[src/wmd_pkg.sv]
// Shared types, constants and helpers for the waveguide mesh drum.
package wmd_pkg;

    localparam int SIDE      = 8;
    localparam int IDX_W     = 3;
    localparam int ADDR_W    = 2 * IDX_W;
    localparam int DEPTH     = SIDE * SIDE;
    localparam int SAMPLE_W  = 32;
    localparam int TENSION_W = 14;
    localparam int POWER_W   = 16;
    localparam int CFG_IDX_W = 2;
    localparam int SQ_W      = 28;
    localparam int G_W       = 25;
    localparam int CW_W      = 30;
    localparam int FRAC_W    = 28;

    localparam logic [IDX_W-1:0] IDX_FIRST = IDX_W'(1);
    localparam logic [IDX_W-1:0] IDX_LAST  = IDX_W'(SIDE - 2);
    localparam logic [IDX_W-1:0] IDX_EDGE  = IDX_W'(SIDE - 1);
    localparam logic [IDX_W-1:0] IDX_ZERO  = IDX_W'(0);
    localparam logic [IDX_W-1:0] LOSS_IDX  = IDX_W'(SIDE - SIDE / 4);
    localparam logic [IDX_W-1:0] PICK_ROW  = IDX_W'(SIDE / 4);
    localparam logic [IDX_W-1:0] PICK_COL  = IDX_W'(SIDE / 4 - 1);

    // divide by nine as multiply by ceil(2^31 / 9) and shift; exact for any
    // dividend below 2^28
    localparam int               GAIN_PROD_W = 2 * SQ_W;
    localparam int               RECIP_SHIFT = 31;
    localparam logic [SQ_W-1:0]  RECIP_NINE  = SQ_W'(238609295);

    localparam logic [TENSION_W-1:0] TENSION_RESET = TENSION_W'(7209);
    localparam logic [TENSION_W-1:0] TENSION_MIN   = TENSION_W'(7);
    localparam logic [IDX_W-1:0]     STRIKE_RESET  = IDX_W'(1);
    localparam logic [26:0]          LOSS_COEF     = 27'd53687091;
    localparam logic signed [63:0]   ROUND_HALF    = 64'sd134217728;
    localparam logic [CW_W-1:0]      CW_BASE       = CW_W'(1) << 29;

    localparam logic [CFG_IDX_W-1:0] CFG_TENSION = 2'd0;
    localparam logic [CFG_IDX_W-1:0] CFG_ROW     = 2'd1;
    localparam logic [CFG_IDX_W-1:0] CFG_COL     = 2'd2;

    typedef logic signed [SAMPLE_W-1:0] sample_t;

    typedef enum logic [4:0] {
        OP_IDLE, OP_SQ, OP_DIV, OP_EX_RD, OP_EX_WR,
        OP_J_RD, OP_J_MUL, OP_J_ADD, OP_J_WR,
        OP_B_RD1, OP_B_RD2, OP_B_W1, OP_B_W2, OP_B_W3,
        OP_F_RD, OP_F_MUL, OP_F_WR, OP_O_RD, OP_O_LD, OP_CLEAR
    } op_t;

    typedef enum logic [4:0] {
        ST_IDLE, ST_SQ, ST_DIV, ST_EX_RD, ST_EX_WR,
        ST_J_RD, ST_J_MUL, ST_J_ADD, ST_J_WR,
        ST_B_RD1, ST_B_RD2, ST_B_W1, ST_B_W2, ST_B_W3,
        ST_F_RD, ST_F_MUL, ST_F_WR, ST_O_RD, ST_O_LD, ST_CLEAR
    } state_t;

    typedef struct packed {
        op_t              op;
        logic             accept;
        logic [IDX_W-1:0] row;
        logic [IDX_W-1:0] col;
    } cmd_t;

    typedef struct packed {
        logic strike;
        logic out_blocked;
    } status_t;

    // Saturate a sign-extended value to the sample width.
    function automatic sample_t sat(input logic signed [63:0] x);
        sample_t r;
        r = x[SAMPLE_W-1:0];
        if (x > 64'(sample_t'({1'b0, {(SAMPLE_W-1){1'b1}}})))
            r = {1'b0, {(SAMPLE_W-1){1'b1}}};
        else if (x < -64'sd1 - 64'(sample_t'({1'b0, {(SAMPLE_W-1){1'b1}}})))
            r = {1'b1, {(SAMPLE_W-1){1'b0}}};
        return r;
    endfunction

endpackage

[src/wmd_ctrl.sv]
// Sequencer that clears the stores after reset, then walks each frame through its steps.
module wmd_ctrl (
    input  logic             clk,
    input  logic             rst_n,
    input  logic             in_valid,
    output logic             in_stall,
    input  wmd_pkg::status_t status,
    output wmd_pkg::cmd_t    cmd
);

    wmd_pkg::state_t state_reg, state_next;
    logic [wmd_pkg::IDX_W-1:0]     i_reg, i_next, j_reg, j_next;

    always_ff @(posedge clk or negedge rst_n)
    begin
        if (!rst_n)
        begin
            state_reg <= wmd_pkg::ST_CLEAR;
            i_reg     <= wmd_pkg::IDX_ZERO;
            j_reg     <= wmd_pkg::IDX_ZERO;
        end
        else
        begin
            state_reg <= state_next;
            i_reg     <= i_next;
            j_reg     <= j_next;
        end
    end

    always_comb
    begin
        state_next = state_reg;
        i_next     = i_reg;
        j_next     = j_reg;
        case (state_reg)
            wmd_pkg::ST_CLEAR:
            begin
                // advance one junction a cycle over the whole mesh
                if (j_reg == wmd_pkg::IDX_EDGE)
                begin
                    j_next = wmd_pkg::IDX_ZERO;
                    if (i_reg == wmd_pkg::IDX_EDGE)
                    begin
                        state_next = wmd_pkg::ST_IDLE;
                    end
                    else
                    begin
                        i_next = i_reg + 1'b1;
                    end
                end
                else
                begin
                    j_next = j_reg + 1'b1;
                end
            end
            wmd_pkg::ST_IDLE:
            begin
                if (in_valid)
                begin
                    state_next = wmd_pkg::ST_SQ;
                end
            end
            wmd_pkg::ST_SQ:     state_next = wmd_pkg::ST_DIV;
            wmd_pkg::ST_DIV:
            begin
                i_next     = wmd_pkg::IDX_FIRST;
                j_next     = wmd_pkg::IDX_FIRST;
                state_next = status.strike ? wmd_pkg::ST_EX_RD : wmd_pkg::ST_J_RD;
            end
            wmd_pkg::ST_EX_RD:  state_next = wmd_pkg::ST_EX_WR;
            wmd_pkg::ST_EX_WR:  state_next = wmd_pkg::ST_J_RD;
            wmd_pkg::ST_J_RD:   state_next = wmd_pkg::ST_J_MUL;
            wmd_pkg::ST_J_MUL:  state_next = wmd_pkg::ST_J_ADD;
            wmd_pkg::ST_J_ADD:  state_next = wmd_pkg::ST_J_WR;
            wmd_pkg::ST_J_WR:
            begin
                if (j_reg == wmd_pkg::IDX_LAST)
                begin
                    state_next = wmd_pkg::ST_B_RD1;
                end
                else
                begin
                    j_next     = j_reg + 1'b1;
                    state_next = wmd_pkg::ST_J_RD;
                end
            end
            wmd_pkg::ST_B_RD1:  state_next = wmd_pkg::ST_B_RD2;
            wmd_pkg::ST_B_RD2:  state_next = wmd_pkg::ST_B_W1;
            wmd_pkg::ST_B_W1:   state_next = wmd_pkg::ST_B_W2;
            wmd_pkg::ST_B_W2:   state_next = wmd_pkg::ST_B_W3;
            wmd_pkg::ST_B_W3:
            begin
                if (i_reg == wmd_pkg::IDX_LAST)
                begin
                    state_next = wmd_pkg::ST_F_RD;
                end
                else
                begin
                    i_next     = i_reg + 1'b1;
                    j_next     = wmd_pkg::IDX_FIRST;
                    state_next = wmd_pkg::ST_J_RD;
                end
            end
            wmd_pkg::ST_F_RD:   state_next = wmd_pkg::ST_F_MUL;
            wmd_pkg::ST_F_MUL:  state_next = wmd_pkg::ST_F_WR;
            wmd_pkg::ST_F_WR:   state_next = wmd_pkg::ST_O_RD;
            wmd_pkg::ST_O_RD:   state_next = wmd_pkg::ST_O_LD;
            wmd_pkg::ST_O_LD:
            begin
                if (!status.out_blocked)
                begin
                    state_next = wmd_pkg::ST_IDLE;
                end
            end
            default:            state_next = wmd_pkg::ST_IDLE;
        endcase
    end

    always_comb
    begin
        cmd.row    = i_reg;
        cmd.col    = j_reg;
        cmd.accept = 1'b0;
        in_stall   = 1'b1;
        case (state_reg)
            wmd_pkg::ST_IDLE:
            begin
                cmd.op     = wmd_pkg::OP_IDLE;
                cmd.accept = in_valid;
                in_stall   = 1'b0;
            end
            wmd_pkg::ST_CLEAR:  cmd.op = wmd_pkg::OP_CLEAR;
            wmd_pkg::ST_SQ:     cmd.op = wmd_pkg::OP_SQ;
            wmd_pkg::ST_DIV:    cmd.op = wmd_pkg::OP_DIV;
            wmd_pkg::ST_EX_RD:  cmd.op = wmd_pkg::OP_EX_RD;
            wmd_pkg::ST_EX_WR:  cmd.op = wmd_pkg::OP_EX_WR;
            wmd_pkg::ST_J_RD:   cmd.op = wmd_pkg::OP_J_RD;
            wmd_pkg::ST_J_MUL:  cmd.op = wmd_pkg::OP_J_MUL;
            wmd_pkg::ST_J_ADD:  cmd.op = wmd_pkg::OP_J_ADD;
            wmd_pkg::ST_J_WR:   cmd.op = wmd_pkg::OP_J_WR;
            wmd_pkg::ST_B_RD1:  cmd.op = wmd_pkg::OP_B_RD1;
            wmd_pkg::ST_B_RD2:  cmd.op = wmd_pkg::OP_B_RD2;
            wmd_pkg::ST_B_W1:   cmd.op = wmd_pkg::OP_B_W1;
            wmd_pkg::ST_B_W2:   cmd.op = wmd_pkg::OP_B_W2;
            wmd_pkg::ST_B_W3:   cmd.op = wmd_pkg::OP_B_W3;
            wmd_pkg::ST_F_RD:   cmd.op = wmd_pkg::OP_F_RD;
            wmd_pkg::ST_F_MUL:  cmd.op = wmd_pkg::OP_F_MUL;
            wmd_pkg::ST_F_WR:   cmd.op = wmd_pkg::OP_F_WR;
            wmd_pkg::ST_O_RD:   cmd.op = wmd_pkg::OP_O_RD;
            wmd_pkg::ST_O_LD:   cmd.op = wmd_pkg::OP_O_LD;
            default:            cmd.op = wmd_pkg::OP_IDLE;
        endcase
    end

endmodule

[config.mk]
export PLATFORM = sky130hd
export DESIGN_NAME = wmd_ctrl
export DESIGN_NICKNAME = d
export VERILOG_FILES = /design/src/wmd_pkg.sv /design/src/wmd_ctrl.sv
export SDC_FILE = /design/constraint.sdc
export NUM_CORES = 1
export LEC_CHECK = 0
export ABC_AREA = 0
export BUFFER_PORTS_ARGS = -buffer_cell sky130_fd_sc_hd__buf_2
export CAP_MARGIN = 20
export CORE_UTILIZATION = 31
export DETAILED_ROUTE_END_ITERATION = 10
export HOLD_SLACK_MARGIN = 0.08
export SKIP_LAST_GASP = 1
export SYNTH_ARGS = -nofsm -noshare
export SYNTH_HDL_FRONTEND = slang
export SYNTH_SLANG_ARGS = --single-unit
[constraint.sdc]
create_clock -name clk -period 4.4 [get_ports clk]
set_input_delay 0.44 -clock clk [delete_from_list [all_inputs] [get_ports clk]]
set_output_delay 0.44 -clock clk [all_outputs]
set_load 0.1 [all_outputs]
==> summary.txt <==
DRC violations left = 0
Die H = 56.1 µm
Max-slew violations = 0
Crit-path cells = or3b_1 -> inv_1 -> buf_2
Layout area overhead = 14.2%
Pin count of the biggest net entering global routing = 18
Post-synth ARST share = 100%
Sum Neg Setup Slack = 0 ps
Starting Density = 32.9%
Routed Wire Length = 1940 µm
Nets = 122
Min-Delay Path Class = in -> reg
Port Buffers = 17
Yosys reg bits = 11
Clk_lat worst skew = 280 ps
Final Hold Viols = 0
Tmin final = 2400 ps
Post-cts repair resize count = 0
Setup-failing EPs final = 0
Post-synthesis instance total = 94
CP required = 3960 ps
Initial antenna violation count = 0
Syn_nets = 105
Layout Cells excl Fill = 141
Max incr delay on CP = 720 ps
CP Max Fanout = 17
Crit share post-route = 54.6%
Via/cell ratio = 5.29
CTS sink count = 11
DR pass1 iterations = 4
Number of placed cells counting well taps = 136
Hold depth = 2
WL per Instance = 13.8 µm
Overflow after GRT = 0
Fillers = 280
Post-synth top flop = dfrtp_1
Number of global-route vias before repair = 734
Drt initial violations = 20
CTS tree = built
Arrival time worst endpoint = 1960 ps
Worst setup margin = 2000 ps
Root buf cell = clkbuf_4
Worst slack, placed = 2310 ps
Post-synth EDFFs = 0
Rows = 19
Largest register FFs = 5
Worst R2R Path Depth = 4
Status = finished, final reports clean
Routed vias = 746
Maxcap violations = 0
TritonCTS Buffers = 3
Post-DP HPWL = 1490 µm
Unique masters post-synth = 40
Avg Cell Area, Syn = 9.66 µm²
Mapped cell area = 908 µm²
Fin util = 37.6%
Most frequent cells in the layout = 17 x buf_2, 8 x dfrtp_1, 7 x nor2_1
Postcts setup bufs = 0
Crit Path Category = reg -> out
Startpoint types = flip-flop
GP Congestion = 0.816
RSZ-0062 raised after global routing = false
Share of post-route cells with drive strength above 1 = 30.9%
Total GRT Usage = 13.1%
Syn. warnings = 0
Skew final = 5.15 ps
First-pass GRT wire length = 3310 µm
Sequential area share after synthesis = 30.7%
ANT cells = 0
Boundary pin count = 18
Slew headroom = 67.9%
Clk pin slew, worst setup/hold paths = 80 ps
Worst Setup End Kind = output port
R2R Setup Slk = 2330 ps
Most common cell after layout, fill and taps aside = buf_2
Core ar. = 0.00276 mm²
Fmax = 416 MHz
Post-route ant nets = 0
CTS Buffer Depth = 2
Worst-Margin Slew = 485 ps
H-tree Lvls = 1
Die area = 0.00315 mm²
Die width = 56.1 µm
Slowest cell on crit path = dfstp_2
-- routing by layer --
metal / track usage [%] / share of wire [%] / routed length [µm] / up-vias
met5: 0 / 0 / 0 / -
met4: 2.44 / 0 / 0 / 0
met3: 3.49 / 3.3 / 65 / 0
met2: 22.8 / 52 / 1020 / 11
met1: 16.2 / 44 / 858 / 357
li1: - / - / - / 378
-- cells in the mapped netlist, types with 3 or more instances --
master | instances | share of area [%]
dfrtp_1 | 8 | 22
nor2_1 | 7 | 2.9
ha_1 | 6 | 8.3
nand2_1 | 5 | 2.1
nor3_1 | 5 | 2.8
o21ai_0 | 5 | 2.8
nor2b_1 | 4 | 2.8
and2_1 | 3 | 2.1
clkbuf_1 | 3 | 1.2
dfstp_2 | 3 | 8.7
inv_1 | 3 | 1.2
mux2_1 | 3 | 3.7
mux2_4 | 3 | 5.0
nand2b_1 | 3 | 2.1
o31a_1 | 3 | 2.9
o31ai_1 | 3 | 2.5
-- worst paths after layout --
kind                               from           end
setup / recovery           state_reg[4]       cmd[11]
hold / removal                status[1]  state_reg[2]
setup reg to reg           state_reg[4]      i_reg[0]
hold reg to reg                i_reg[2]      i_reg[2]
max in group asynchronous         rst_n  state_reg[1]
min in group asynchronous         rst_n      i_reg[1]
-- repair_timing --
item | in CTS | in global routing
setup endpoints to repair | 0 | 0
endpoints found under the hold margin | 8 | 0
hold buffers | 1 | 0
-- layout make-up --
cell class | count | area, µm² | share of cell area, %
Clock buffer | 3 | 22.5 | 2.17
Clock inverter | 1 | 5.00 | 0.483
Inverter | 3 | 11.3 | 1.09
Multi-Input combinational cell | 74 | 586 | 56.5
Sequential cell | 11 | 279 | 26.9
Tap cell | 31 | 38.8 | 3.74
Timing Repair Buffer | 18 | 95.1 | 9.17
-- through the flow --
step / hold slack (ps) / instance area, µm²
finish: 372 / 1040
global route: 376 / 1040
CTS: 361 / 1040
detailed placement: 326 / 1000
global placement: 326 / 1000
floorplan: 144 / 908
-- kinds of logic after synthesis --
group                    share of synthesized area (%)
AND/OR/NAND/NOR                                   24.5
AO/OA/AOI/OAI                                     22.0
flip-flops                                        30.7
buffers and inverters                             4.82
multiplexers                                      8.68
adder cells (fa/ha/maj)                           8.26
XOR/XNOR                                         0.964
-- critical path, delay by kind of cell (launching register included) --
kind	cells	cell delay, ps
DFF	1	720
buffers and inverters	2	490
and+or+nand+nor	1	470
Power is left out: the tool's default activity adds up to more than one toggle a clock period on the data nets, which glitch-free logic cannot reach.
